--- config.mk ---
export PLATFORM = sky130hd
export DESIGN_NAME = hop_lock_lbt_controller
export DESIGN_NICKNAME = d
export VERILOG_FILES = /design/src/hdl/hlc_pkg.sv /design/src/hdl/hop_lock_lbt_controller.sv /design/src/hdl/hlc_core.sv /design/src/hdl/hlc_out_buf.sv
export SDC_FILE = /design/constraint.sdc
export NUM_CORES = 1
export LEC_CHECK = 0
export BUFFER_PORTS_ARGS = -buffer_cell sky130_fd_sc_hd__buf_2
export CORE_UTILIZATION = 54
export DETAILED_ROUTE_END_ITERATION = 6
export HOLD_SLACK_MARGIN = 0.12
export PLACE_DENSITY = 0.76
export SLEW_MARGIN = 20
export SYNTH_ARGS = -nofsm -noshare
export SYNTH_HDL_FRONTEND = slang
export SYNTH_SLANG_ARGS = --single-unit
--- constraint.sdc ---
create_clock -name clk_i -period 13.1 [get_ports clk_i]
set_input_delay 2.62 -clock clk_i [delete_from_list [all_inputs] [get_ports clk_i]]
set_output_delay 2.62 -clock clk_i [all_outputs]
set_load 0.005 [all_outputs]
--- src/hdl/hlc_pkg.sv ---
// Shared types and constants for the hop lock / LBT controller.
package hlc_pkg;

  // Configuration register indexes
  localparam logic [2:0] CFG_MODE          = 3'd0;
  localparam logic [2:0] CFG_LOCKED_PERIOD = 3'd1;
  localparam logic [2:0] CFG_UNLOCK_PERIOD = 3'd2;
  localparam logic [2:0] CFG_FIRST_PERIOD  = 3'd3;
  localparam logic [2:0] CFG_LOCK_TIMEOUT  = 3'd4;
  localparam logic [2:0] CFG_LBT_LIMIT     = 3'd5;
  localparam logic [2:0] CFG_PAIR_LIMIT    = 3'd6;

  localparam int unsigned CfgIdxWidth  = 3;
  localparam int unsigned CfgDataWidth = 24;

  // Operating modes
  localparam logic [2:0] MODE_OFF       = 3'd0;
  localparam logic [2:0] MODE_NORMAL    = 3'd1;
  localparam logic [2:0] MODE_JAM       = 3'd2;
  localparam logic [2:0] MODE_PAIR_MST  = 3'd3;
  localparam logic [2:0] MODE_PAIR_SLV  = 3'd4;

  // Reset values of registers that are not zero
  localparam logic [7:0] LOCK_TIMEOUT_RST = 8'd10;
  localparam logic [7:0] PAIR_LIMIT_RST   = 8'hC4;  // -60 dBm

  // Event codes
  typedef enum logic [1:0] {
    ACT_TIMER   = 2'd0,
    ACT_RSSI    = 2'd1,
    ACT_CRC_OK  = 2'd2,
    ACT_CRC_ERR = 2'd3
  } action_e;

  // Radio commands
  typedef enum logic [2:0] {
    RC_NONE    = 3'd0,
    RC_RX_EN   = 3'd1,
    RC_TX_DATA = 3'd2,
    RC_TX_JAM  = 3'd3,
    RC_TX_PAIR = 3'd4,
    RC_STOP    = 3'd5
  } radio_cmd_e;

  // Lock state codes as reported
  localparam logic [1:0] LS_UNLOCKED = 2'd0;
  localparam logic [1:0] LS_FIRST    = 2'd1;
  localparam logic [1:0] LS_LOCKED   = 2'd2;

  // Hop lock state machine
  typedef enum logic [2:0] {
    PH_UNLOCKED = 3'b001,
    PH_FIRST    = 3'b010,
    PH_LOCKED   = 3'b100
  } phase_e;

  typedef struct packed {
    logic [1:0]  action;
    logic        tx_queue_nonempty;
    logic        rx_queue_full;
    logic [6:0]  rssi_sample;
    logic [31:0] rx_frame_number;
  } in_t;

  typedef struct packed {
    logic [6:0]  channel;
    logic [2:0]  radio_command;
    logic [23:0] reload_period;
    logic        period_reload;
    logic [1:0]  lock_state;
    logic [31:0] tx_frame_number;
    logic [31:0] tx_count;
    logic [31:0] lbt_skip_count;
    logic [31:0] rx_count;
    logic [31:0] rx_lost_count;
    logic [31:0] rx_bad_crc_count;
    logic [31:0] rx_discard_count;
  } out_t;

  // Configuration as seen by the core
  typedef struct packed {
    logic [2:0]        mode;
    logic [23:0]       locked_period_us;
    logic [23:0]       unlocked_period_us;
    logic [23:0]       first_lock_period_us;
    logic [7:0]        lock_timeout_periods;
    logic signed [7:0] lbt_limit_dbm;
    logic signed [7:0] pairing_limit_dbm;
  } cfg_t;

  // Side effects of a mode register write
  typedef struct packed {
    logic strobe;
    logic nonzero;
  } mode_wr_t;

endpackage

--- src/hdl/hop_lock_lbt_controller.sv ---
// Top level of the hop lock / LBT controller: config registers, core and result buffer.
// A result is written into the result buffer when its input transaction is accepted.
// Throughput: one event per cycle while the result buffer has room; the core computes all next state combinationally.
// A two-entry result buffer holds results; input ready drops only when both are full.
// Reset (rst_ni low, asynchronous): state, counters and buffer clear; registers take
// their defaults (timeout 10 periods, pairing limit -60 dBm, all others zero).
module hop_lock_lbt_controller #(
  parameter int unsigned CHANNEL_COUNT = 79,
  parameter int unsigned HOP_STEP      = 19
) (
  input  logic                                clk_i,
  input  logic                                rst_ni,
  input  logic                                in_valid_i,
  output logic                                in_ready_o,
  input  hlc_pkg::in_t                        in_data_i,
  output logic                                out_valid_o,
  input  logic                                out_ready_i,
  output hlc_pkg::out_t                       out_data_o,
  input  logic                                cfg_we_i,
  input  logic [hlc_pkg::CfgIdxWidth-1:0]     cfg_idx_i,
  input  logic [hlc_pkg::CfgDataWidth-1:0]    cfg_wdata_i
);

  hlc_pkg::cfg_t     cfg_q, cfg_d;
  hlc_pkg::mode_wr_t mode_wr;
  hlc_pkg::out_t     res;
  logic              buf_full;
  logic              fire;

  assign in_ready_o = !buf_full;
  assign fire       = in_valid_i && in_ready_o;

  // Configuration register writes
  always_comb begin
    cfg_d = cfg_q;
    if (cfg_we_i) begin
      case (cfg_idx_i)
        hlc_pkg::CFG_MODE:          cfg_d.mode                 = cfg_wdata_i[2:0];
        hlc_pkg::CFG_LOCKED_PERIOD: cfg_d.locked_period_us     = cfg_wdata_i;
        hlc_pkg::CFG_UNLOCK_PERIOD: cfg_d.unlocked_period_us   = cfg_wdata_i;
        hlc_pkg::CFG_FIRST_PERIOD:  cfg_d.first_lock_period_us = cfg_wdata_i;
        hlc_pkg::CFG_LOCK_TIMEOUT:  cfg_d.lock_timeout_periods = cfg_wdata_i[7:0];
        hlc_pkg::CFG_LBT_LIMIT:     cfg_d.lbt_limit_dbm        = $signed(cfg_wdata_i[7:0]);
        hlc_pkg::CFG_PAIR_LIMIT:    cfg_d.pairing_limit_dbm    = $signed(cfg_wdata_i[7:0]);
        default: begin
        end
      endcase
    end
  end

  assign mode_wr.strobe  = cfg_we_i && (cfg_idx_i == hlc_pkg::CFG_MODE);
  assign mode_wr.nonzero = (cfg_wdata_i[2:0] != hlc_pkg::MODE_OFF);

  always_ff @(posedge clk_i or negedge rst_ni) begin
    if (!rst_ni) begin
      cfg_q.mode                 <= hlc_pkg::MODE_OFF;
      cfg_q.locked_period_us     <= '0;
      cfg_q.unlocked_period_us   <= '0;
      cfg_q.first_lock_period_us <= '0;
      cfg_q.lock_timeout_periods <= hlc_pkg::LOCK_TIMEOUT_RST;
      cfg_q.lbt_limit_dbm        <= '0;
      cfg_q.pairing_limit_dbm    <= $signed(hlc_pkg::PAIR_LIMIT_RST);
    end else begin
      cfg_q <= cfg_d;
    end
  end

  hlc_core #(
    .CHANNEL_COUNT (CHANNEL_COUNT),
    .HOP_STEP      (HOP_STEP)
  ) u_core (
    .clk_i     (clk_i),
    .rst_ni    (rst_ni),
    .fire_i    (fire),
    .in_i      (in_data_i),
    .cfg_i     (cfg_q),
    .mode_wr_i (mode_wr),
    .res_o     (res)
  );

  hlc_out_buf u_out_buf (
    .clk_i   (clk_i),
    .rst_ni  (rst_ni),
    .push_i  (fire),
    .data_i  (res),
    .full_o  (buf_full),
    .valid_o (out_valid_o),
    .ready_i (out_ready_i),
    .data_o  (out_data_o)
  );

endmodule

--- src/hdl/hlc_core.sv ---
// Hop lock state machine, LBT request, frame numbers and statistics.
module hlc_core #(
  parameter int unsigned CHANNEL_COUNT = 79,
  parameter int unsigned HOP_STEP      = 19
) (
  input  logic              clk_i,
  input  logic              rst_ni,
  input  logic              fire_i,
  input  hlc_pkg::in_t      in_i,
  input  hlc_pkg::cfg_t     cfg_i,
  input  hlc_pkg::mode_wr_t mode_wr_i,
  output hlc_pkg::out_t     res_o
);

  localparam int unsigned StepMod = HOP_STEP % CHANNEL_COUNT;
  localparam logic [7:0]  StepW   = 8'(StepMod);
  localparam logic [7:0]  CountW  = 8'(CHANNEL_COUNT);

  hlc_pkg::phase_e     phase_q, phase_d;
  logic [7:0]          countdown_q, countdown_d;
  logic [6:0]          chan_q, chan_d;
  logic                sw_q, sw_d;
  logic                halted_q, halted_d;
  logic [31:0]         txfc_q, txfc_d;
  logic [31:0]         last_q, last_d;
  logic [31:0]         tx_cnt_q, tx_cnt_d;
  logic [31:0]         skip_cnt_q, skip_cnt_d;
  logic [31:0]         rx_cnt_q, rx_cnt_d;
  logic [31:0]         lost_cnt_q, lost_cnt_d;
  logic [31:0]         bad_cnt_q, bad_cnt_d;
  logic [31:0]         disc_cnt_q, disc_cnt_d;

  hlc_pkg::radio_cmd_e cmd;
  logic [23:0]         period;
  logic                reload;
  logic                active;
  logic [7:0]          hop_sum;
  logic [6:0]          hop_chan;
  logic signed [8:0]   level;
  logic                below_lbt;
  logic                above_pair;
  logic [1:0]          lock_code;

  // Next hop channel: channel stays below the count, so one subtract wraps it
  assign hop_sum  = {1'b0, chan_q} + StepW;
  assign hop_chan = (hop_sum >= CountW) ? 7'(hop_sum - CountW) : hop_sum[6:0];

  // Channel level in dBm and limit compares
  assign level      = 9'sd0 - $signed({2'b00, in_i.rssi_sample});
  assign below_lbt  = level < $signed({cfg_i.lbt_limit_dbm[7], cfg_i.lbt_limit_dbm});
  assign above_pair = level > $signed({cfg_i.pairing_limit_dbm[7], cfg_i.pairing_limit_dbm});

  assign active = (cfg_i.mode >= hlc_pkg::MODE_NORMAL) &&
                  (cfg_i.mode <= hlc_pkg::MODE_PAIR_SLV) && !halted_q;

  // Event processing
  always_comb begin
    phase_d     = phase_q;
    countdown_d = countdown_q;
    chan_d      = chan_q;
    sw_d        = sw_q;
    halted_d    = halted_q;
    txfc_d      = txfc_q;
    last_d      = last_q;
    tx_cnt_d    = tx_cnt_q;
    skip_cnt_d  = skip_cnt_q;
    rx_cnt_d    = rx_cnt_q;
    lost_cnt_d  = lost_cnt_q;
    bad_cnt_d   = bad_cnt_q;
    disc_cnt_d  = disc_cnt_q;
    cmd         = hlc_pkg::RC_NONE;
    period      = '0;
    reload      = 1'b0;

    if (fire_i && active) begin
      case (hlc_pkg::action_e'(in_i.action))
        hlc_pkg::ACT_TIMER: begin
          chan_d = hop_chan;
          if (cfg_i.mode == hlc_pkg::MODE_NORMAL) begin
            if (phase_q == hlc_pkg::PH_FIRST) begin
              phase_d     = hlc_pkg::PH_LOCKED;
              countdown_d = cfg_i.lock_timeout_periods;
              period      = cfg_i.locked_period_us;
              reload      = 1'b1;
            end else if (phase_q == hlc_pkg::PH_LOCKED) begin
              if (countdown_q <= 8'd1) begin
                countdown_d = '0;
                phase_d     = hlc_pkg::PH_UNLOCKED;
                period      = cfg_i.unlocked_period_us;
                reload      = 1'b1;
              end else begin
                countdown_d = countdown_q - 8'd1;
              end
            end
            if (in_i.tx_queue_nonempty) begin
              sw_d = 1'b1;
            end
            cmd = hlc_pkg::RC_RX_EN;
          end else if (cfg_i.mode == hlc_pkg::MODE_PAIR_SLV) begin
            cmd = hlc_pkg::RC_RX_EN;
          end else begin
            // jammer and pairing master lock on their own timing
            phase_d     = hlc_pkg::PH_LOCKED;
            countdown_d = cfg_i.lock_timeout_periods;
            period      = cfg_i.locked_period_us;
            reload      = 1'b1;
            cmd = (cfg_i.mode == hlc_pkg::MODE_JAM) ? hlc_pkg::RC_TX_JAM
                                                    : hlc_pkg::RC_TX_PAIR;
          end
        end
        hlc_pkg::ACT_RSSI: begin
          if (sw_q) begin
            sw_d = 1'b0;
            cmd  = hlc_pkg::RC_STOP;
            if (below_lbt) begin
              if (in_i.tx_queue_nonempty) begin
                txfc_d      = txfc_q + 32'd1;
                tx_cnt_d    = tx_cnt_q + 32'd1;
                phase_d     = hlc_pkg::PH_LOCKED;
                countdown_d = cfg_i.lock_timeout_periods;
                period      = cfg_i.locked_period_us;
                reload      = 1'b1;
                cmd         = hlc_pkg::RC_TX_DATA;
              end
            end else begin
              skip_cnt_d = skip_cnt_q + 32'd1;
            end
          end
        end
        hlc_pkg::ACT_CRC_OK: begin
          if (cfg_i.mode == hlc_pkg::MODE_PAIR_SLV) begin
            if ((in_i.rssi_sample != 7'd0) && above_pair) begin
              halted_d = 1'b1;
              cmd      = hlc_pkg::RC_STOP;
            end
          end else if (cfg_i.mode == hlc_pkg::MODE_NORMAL) begin
            phase_d    = hlc_pkg::PH_FIRST;
            period     = cfg_i.first_lock_period_us;
            reload     = 1'b1;
            lost_cnt_d = lost_cnt_q + in_i.rx_frame_number - last_q - 32'd1;
            last_d     = in_i.rx_frame_number;
            rx_cnt_d   = rx_cnt_q + 32'd1;
            if (in_i.rx_queue_full) begin
              disc_cnt_d = disc_cnt_q + 32'd1;
            end
          end
        end
        hlc_pkg::ACT_CRC_ERR: begin
          bad_cnt_d = bad_cnt_q + 32'd1;
        end
        default: begin
        end
      endcase
    end

    // Mode write clears a halt and, for any mode but off, restarts unlocked
    if (mode_wr_i.strobe) begin
      halted_d = 1'b0;
      if (mode_wr_i.nonzero) begin
        phase_d = hlc_pkg::PH_UNLOCKED;
      end
    end
  end

  // Reported lock state
  always_comb begin
    case (phase_d)
      hlc_pkg::PH_FIRST:  lock_code = hlc_pkg::LS_FIRST;
      hlc_pkg::PH_LOCKED: lock_code = hlc_pkg::LS_LOCKED;
      default:            lock_code = hlc_pkg::LS_UNLOCKED;
    endcase
  end

  // Result for the current transaction
  always_comb begin
    res_o.channel          = chan_d;
    res_o.radio_command    = cmd;
    res_o.reload_period    = period;
    res_o.period_reload    = reload;
    res_o.lock_state       = lock_code;
    res_o.tx_frame_number  = txfc_d;
    res_o.tx_count         = tx_cnt_d;
    res_o.lbt_skip_count   = skip_cnt_d;
    res_o.rx_count         = rx_cnt_d;
    res_o.rx_lost_count    = lost_cnt_d;
    res_o.rx_bad_crc_count = bad_cnt_d;
    res_o.rx_discard_count = disc_cnt_d;
  end

  // State registers
  always_ff @(posedge clk_i or negedge rst_ni) begin
    if (!rst_ni) begin
      phase_q     <= hlc_pkg::PH_UNLOCKED;
      countdown_q <= '0;
      chan_q      <= '0;
      sw_q        <= 1'b0;
      halted_q    <= 1'b0;
      txfc_q      <= '0;
      last_q      <= '0;
      tx_cnt_q    <= '0;
      skip_cnt_q  <= '0;
      rx_cnt_q    <= '0;
      lost_cnt_q  <= '0;
      bad_cnt_q   <= '0;
      disc_cnt_q  <= '0;
    end else begin
      phase_q     <= phase_d;
      countdown_q <= countdown_d;
      chan_q      <= chan_d;
      sw_q        <= sw_d;
      halted_q    <= halted_d;
      txfc_q      <= txfc_d;
      last_q      <= last_d;
      tx_cnt_q    <= tx_cnt_d;
      skip_cnt_q  <= skip_cnt_d;
      rx_cnt_q    <= rx_cnt_d;
      lost_cnt_q  <= lost_cnt_d;
      bad_cnt_q   <= bad_cnt_d;
      disc_cnt_q  <= disc_cnt_d;
    end
  end

endmodule

--- src/hdl/hlc_out_buf.sv ---
// Two-entry result buffer that decouples the core from output backpressure.
module hlc_out_buf (
  input  logic          clk_i,
  input  logic          rst_ni,
  input  logic          push_i,
  input  hlc_pkg::out_t data_i,
  output logic          full_o,
  output logic          valid_o,
  input  logic          ready_i,
  output hlc_pkg::out_t data_o
);

  hlc_pkg::out_t mem_q [2];
  logic          wr_ptr_q, wr_ptr_d;
  logic          rd_ptr_q, rd_ptr_d;
  logic [1:0]    cnt_q, cnt_d;
  logic          pop;

  assign full_o  = (cnt_q == 2'd2);
  assign valid_o = (cnt_q != 2'd0);
  assign pop     = valid_o && ready_i;
  assign data_o  = mem_q[rd_ptr_q];

  // Pointer and fill bookkeeping
  always_comb begin
    wr_ptr_d = push_i ? ~wr_ptr_q : wr_ptr_q;
    rd_ptr_d = pop ? ~rd_ptr_q : rd_ptr_q;
    cnt_d    = cnt_q;
    if (push_i && !pop) begin
      cnt_d = cnt_q + 2'd1;
    end else if (pop && !push_i) begin
      cnt_d = cnt_q - 2'd1;
    end
  end

  always_ff @(posedge clk_i or negedge rst_ni) begin
    if (!rst_ni) begin
      wr_ptr_q <= 1'b0;
      rd_ptr_q <= 1'b0;
      cnt_q    <= '0;
    end else begin
      wr_ptr_q <= wr_ptr_d;
      rd_ptr_q <= rd_ptr_d;
      cnt_q    <= cnt_d;
    end
  end

  // Payload storage
  always_ff @(posedge clk_i) begin
    if (push_i) begin
      mem_q[wr_ptr_q] <= data_i;
    end
  end

endmodule

==> flow_summary.json, run 1 <==
{
  "nets": 3261,
  "postRouteAntennaNets": 0,
  "final_util_pct": 63.1,
  "setup_viol": 0,
  "cts_tree": "done",
  "dieArea_um2": 72600,
  "cp.required_ns": 13.42,
  "ys_seq_area_share_pct": 65.2,
  "grt_pass1_wl_um": 131000,
  "cp_max_fo": 3,
  "hold_buffers": 0,
  "drtIter0Drc": 1578,
  "gp_congestion": 0.924,
  "post_drt_via_cell_ratio": 5.58,
  "synth_fp_nets": 2889,
  "synth-edff-count": 522,
  "wirelength_um": 82400,
  "syn2layout_area_growth_pct": 15.0,
  "start_util_pct": 54.9,
  "synthAdderAreaFrac_pct": 3.47,
  "port_buffers": 337,
  "worstReg2RegStart": "u_core.lost_cnt_q[2]$_DFF_PN0_",
  "synth_commonest_cells": "522 x edfxtp_1, 373 x dfrtp_1, 362 x mux2_2, 185 x nand2_1, 174 x inv_1",
  "synthArstFlopShare_pct": 42.1,
  "synth.distinct_cells": 76,
  "max-cap-violations": 0,
  "synth_top_family_by_area": "multiplexers",
  "hpwl_um": 53900,
  "synth.area.top_cells": "edfxtp_1 41%, dfrtp_1 24%, mux2_2 11%",
  "hp-class": "register to register",
  "critPathArrivalTime_ns": 6.45,
  "slowest_stage": "a311oi_1",
  "crit_family": "compound AO/OA/AOI/OAI gates",
  "synth_compound_area_share_pct": 5.01,
  "yosysTopAreaCell": "edfxtp_1",
  "antenna_found_initial": 4,
  "yosys.area_share.simple_pct": 7.87,
  "clock_sinks": 901,
  "track_usage_pct": 22.7,
  "synth.avg_cell_area_um2": 14.2,
  "r2r_setup_slack_ns": 8.69,
  "slew_violations": 0,
  "outcome": "complete, but fails checks",
  "synth_top_area_share_pct": 40.6,
  "min_path_cells": 1,
  "hold_path_end": "u_core.txfc_q[31]$_DFF_PN0_",
  "period_minus_slack_ns": 6.13,
  "syn-cell-area_um2": 38600,
  "worstHoldStart": "u_core.txfc_q[31]$_DFF_PN0_",
  "cpPeakStageDelay_ns": 0.66,
  "cts.clk_slew.worst_paths_ns": 0.06,
  "synthXorXnorAreaFrac_pct": 5.24,
  "vdd_drop_max_mv": 0.167,
  "end_kind": "register",
  "numCtsBuffers": 92,
  "path_cells": "buf_2, inv_1, fa_1, inv_1, ha_1, a21o_1, a21oi_1, o21ai_0, a311oi_1, o21ai_0, a221oi_1, o21ai_0, a21oi_1, xor2_1, o21ai_0",
  "synth_most_common_cell": "edfxtp_1",
  "post-cts-setup-buffers": 0,
  "overflow": 0,
  "final-seq-area_um2": 25200,
  "die-height_um": 269,
  "wire_per_inst_um": 20.0,
  "hold_viol": 0,
  "ioPinCount": 338,
  "critPathBufInv": 3,
  "clockBufferDepth": 3,
  "synth-seq-cells": 901,
  "worstRegToRegCells": 14,
  "clockRootBuffer": "clkbuf_16",
  "cts_htree_levels": 3,
  "cp_common_cell": "o21ai_0",
  "skew_ns": 0.0146,
  "period_share_pct": 46.8,
  "worstMarginPinSlew_ns": 1.02,
  "dr.pass1.iters": 7,
  "hold_ws_ns": 0.477,
  "setup_tns_ns": 0,
  "cts_resized": 0,
  "rsz0062_at_grt": "false",
  "crit_cells": 15,
  "via_count": 23000,
  "slew_headroom_pct": 32.2,
  "cp-start-kind": "input port",
  "synthMuxAreaShare_pct": 10.7,
  "fillCellCount": 5149,
  "maxClockFrequency_mhz": 163,
  "core_area_um2": 70400,
  "critPathKind": "input port to register",
  "rows": 97,
  "drcViolationCount": 1,
  "r2r-end": "u_out_buf.mem_q[1][94]$_DFFE_PP_",
  "grt_pass1_vias": 24000,
  "violations": "design-rule violations",
  "p_per_area_nw_per_um2": 219,
  "synthCells": 2726,
  "multi_input_area_um2": 12500,
  "die_x_um": 269,
  "ys.flop_type": "edfxtp_1",
  "clk_latency_ns": 0.63,
  "leakage_nw": 18.5,
  "drive_above_1_share_pct": 29.1,
  "ys_warn_count": 0,
  "grt_max_degree": 155,
  "setup.worst_path.start": "in_data_i[2]"
}
-- how the worst max path moves through the flow --
| stage | to |
|---|---|
| final | u_out_buf.mem_q[1][94]$_DFFE_PP_ |
| after global routing | u_out_buf.mem_q[1][94]$_DFFE_PP_ |
| after CTS | u_out_buf.mem_q[1][94]$_DFFE_PP_ |
| after detailed placement | u_out_buf.mem_q[1][94]$_DFFE_PP_ |
| after global placement | u_out_buf.mem_q[0][94]$_DFFE_PP_ |
| after floorplan | u_out_buf.mem_q[0][0]$_DFFE_PP_ |
-- per-stage QoR --
stage	cell area (µm²)	total power, mW	cells	setup slack, ns
detailed placement	41400	7.22	3944	6.44
global placement	41400	7.09	3944	6.54
floorplan	38600	6.20	2726	3.14
CTS	44400	9.81	4115	7.09
global route	44400	10.3	4116	6.74
finish	44400	9.72	4118	6.97
-- kinds of logic after synthesis --
group	Yosys count
compound gates	288
fa+ha+maj	88
simple gates	594
xor+xnor	231
mux	366
flops	901
buf+inv	258
-- state kept, by name, indices dropped and copies added, names as in the netlist, 8 cells and up --
signal              count
cfg_q                  99
u_core.bad_cnt_q       32
u_core.countdown_q      8
u_core.disc_cnt_q      32
u_core.last_q          32
u_core.lost_cnt_q      32
u_core.rx_cnt_q        32
u_core.skip_cnt_q      32
u_core.tx_cnt_q        32
u_core.txfc_q          32
u_out_buf.mem_q       522
-- layer usage --
metal	track usage, %	vias to the layer above	wire length, µm	share of wire (%)
met2	38.5	659	41300	50
met5	0	-	13	0.016
met4	8.78	2	2550	3.1
met3	3.63	159	4390	5.3
met1	29.5	11600	34200	41
li1	-	10600	-	-
-- power breakdown --
part | switching, mW | internal (mW) | leakage, nW
sequential | 0.272 | 3.72 | 9.87
combinational | 1.79 | 1.40 | 7.12
clock | 1.06 | 1.49 | 1.48
-- layout by cell type, fill, tap and decap left out, types with 6 or more instances in the layout --
cell,Yosys,routed
xor2_1,84,84
and3_1,31,30
dfstp_2,6,6
nand3_1,70,70
o21ai_0,106,106
a31oi_1,9,9
o31a_1,7,7
buf_2,7,336
nor2_1,111,109
nand2b_1,14,14
fa_1,32,32
and2_1,9,9
and4_1,10,10
or3_1,8,8
a222oi_1,24,24
edfxtp_1,522,522
buf_4,0,24
clkbuf_8,0,12
mux2_2,362,362
nor4_1,11,11
a21o_1,22,22
clkbuf_16,0,94
clkbuf_1,67,25
a21oi_1,46,46
nor2b_1,6,6
ha_1,56,56
xnor2_1,147,147
nand4_1,45,45
a22o_1,25,25
inv_1,174,174
nor3_1,49,46
nand2_1,185,183
dfrtp_1,373,372
clkinv_2,0,21
nor3_2,8,11
-- layout make-up --
cell class	count	area share [%]
sequential	901	56.7
tap	940	2.65
inverter	174	1.47
timing repair buffer	362	4.27
clock buffer	131	5.88
clock inverter	40	0.837
antenna	3	0.0169
multi-input combinational	1567	28.2
No activity file was read; power rests on OpenSTA's default activity.
==> run 2: changes to the inputs <==
==> constraint.sdc (replaced) <==
create_clock -name clk_i -period 5.2 [get_ports clk_i]
set_input_delay 1.04 -clock clk_i [delete_from_list [all_inputs] [get_ports clk_i]]
set_output_delay 1.04 -clock clk_i [all_outputs]
set_load 0.005 [all_outputs]
==> run 2 against run 1 <==
The run still ends with design-rule violations left. Via count is 0.14% higher. Largest cell class unchanged. Register-to-register slack worse by 7.4 ns. Non-clock buffer count is 5 higher. Critical path depth is 1 higher. Wire length is 0.11% lower. Global-route usage hardly changed. Power grew to 2.5 times the previous value. Hold slack worse by 0.058 ns.
==> flow_summary.json, run 2 (same netlist as run 1, synthesis figures left out) <==
{
  "max-cap-violations": 0,
  "fillCellCount": 5138,
  "start_util_pct": 54.9,
  "place_inst": 3949,
  "path_cells": "buf_2, inv_1, fa_1, inv_1, ha_1, a21o_1, a21oi_1, o21ai_0, a311oi_1, buf_4, o21ai_0, a221oi_1, o21ai_0, a21oi_1, xor2_1, o21ai_0",
  "violations": "design-rule violations",
  "outcome": "complete, but fails checks",
  "syn2layout_area_growth_pct": 15.5,
  "hp-class": "input port to async pin",
  "numCtsBuffers": 93,
  "use_met1_pct": 30.3,
  "clockRootBuffer": "clkbuf_16",
  "critPathArrivalTime_ns": 4.46,
  "worstRegToRegCells": 15,
  "die_x_um": 269,
  "cp.required_ns": 5.55,
  "totalPowerFinal_mw": 24.7,
  "cts_tree": "done",
  "dieArea_um2": 72600,
  "post-cts-setup-buffers": 0,
  "slew_headroom_pct": 33.1,
  "worstMarginPinSlew_ns": 1.00,
  "hpwl_um": 54100,
  "final_area_um2": 44600,
  "grt_pass1_vias": 23900,
  "overflow": 0,
  "drcViolationCount": 1,
  "placed_cell_area_um2": 41500,
  "use_met2_pct": 37.9,
  "cp-start-kind": "input port",
  "track_usage_pct": 22.7,
  "period_minus_slack_ns": 4.11,
  "postRouteAntennaNets": 0,
  "rsz0062_at_grt": "false",
  "clockBufferDepth": 3,
  "wire_per_inst_um": 19.9,
  "via_count": 23000,
  "drive_above_1_share_pct": 29.2,
  "wirelength_um": 82300,
  "grt_max_degree": 137,
  "core_area_um2": 70400,
  "final_common_cell": "edfxtp_1",
  "grt_pass1_wl_um": 131000,
  "multi_input_area_um2": 12500,
  "die-height_um": 269,
  "cts_resized": 0,
  "end_kind": "register",
  "final_cell_mix": "522 x edfxtp_1, 372 x dfrtp_1, 362 x mux2_2",
  "critPathKind": "input port to register",
  "hold_buffers": 0,
  "antenna_found_initial": 7,
  "cp_max_fo": 3,
  "setup_viol": 0,
  "dr.pass1.iters": 7,
  "ioPinCount": 338,
  "clock_sinks": 901,
  "clk_latency_ns": 0.65,
  "cts_htree_levels": 3,
  "largest_reg_flops": 522,
  "p_per_area_nw_per_um2": 554,
  "slowest_stage": "fa_1",
  "port_buffers": 337,
  "rows": 97,
  "vdd_drop_max_mv": 0.465,
  "cpPeakStageDelay_ns": 0.60,
  "maxClockFrequency_mhz": 243,
  "largestRegisters": "u_out_buf.mem_q: 522 flops, cfg_q: 99 flops",
  "top_register": "u_out_buf.mem_q",
  "final-seq-area_um2": 25200,
  "grt-busiest-layer": "met2",
  "gp_congestion": 0.899,
  "cp_common_cell": "o21ai_0",
  "instances_no_fill": 4128,
  "skew_ns": 0.0245,
  "hold_viol": 0,
  "post_drt_via_cell_ratio": 5.58,
  "drtIter0Drc": 1510,
  "nets": 3267,
  "cts.clk_slew.worst_paths_ns": 0.06,
  "slew_violations": 0,
  "use_met3_pct": 3.79,
  "period_share_pct": 79.1,
  "leakage_nw": 18.5
}
[run 2: changes by cell type in the layout (fill, tap and decap cells not counted), sizes merged]
cell / change
clkbuf: -3
buf: +5
clkinvlp: +4
diode: +1
inv: -1
clkinv: +4
[run 2: power breakdown]
part	switching (mW)	internal, mW
clock network	2.75	3.77
logic	4.52	3.60
registers	0.717	9.36
total	7.98	16.7
[run 2: worst max-delay path, delay by kind of cell]
kind	cells	cell delay [ns]
adder cells (fa/ha/maj)	2	0.88
AO/OA/AOI/OAI	9	1.99
buffers and inverters	4	0.38
XOR/XNOR	1	0.15
[run 2: final timing paths]
kind | startpoint | end | slack, ns
setup / recovery | in_data_i[2] | u_out_buf.mem_q[1][94]$_DFFE_PP_ | 1.09
hold / removal | rst_ni | u_core.last_q[16]$_DFFE_PN0P_ | 0.42
setup reg to reg | u_core.lost_cnt_q[2]$_DFF_PN0_ | u_out_buf.mem_q[1][94]$_DFFE_PP_ | 1.24
hold reg to reg | u_core.tx_cnt_q[31]$_DFF_PN0_ | u_core.tx_cnt_q[31]$_DFF_PN0_ | 0.48
max in group asynchronous | rst_ni | u_core.chan_q[3]$_DFF_PN0_ | 3.48
min in group clk_i | u_core.tx_cnt_q[31]$_DFF_PN0_ | u_core.tx_cnt_q[31]$_DFF_PN0_ | 0.48
[run 2: final cells by class]
class                      count  share of cell area [%]
sequential                   901                    56.4
multi-input combinational   1567                    28.1
clock buffer                 128                    5.83
timing repair buffer         367                    4.54
tap                          940                    2.64
inverter                     174                    1.46
clock inverter                47                   0.985
antenna                        4                  0.0224
[run 2: routing by layer]
layer,wire (µm),vias to the layer above
li1,-,10600
met1,34900,11600
met2,41100,641
met3,3980,142
met4,2350,2
met5,10,-
[run 2: metrics by stage]
stage                     TNS, ns  hold WS, ns  utilization, %  worst slack [ns]
after global routing            0        0.452            63.4             0.794
after floorplan            -41.87        0.444               -            -0.160
final                           0        0.419            63.4              1.09
after CTS                       0        0.429            63.3              1.19
after detailed placement        0        0.465            59.0             0.544
after global placement          0        0.456            59.0             0.644
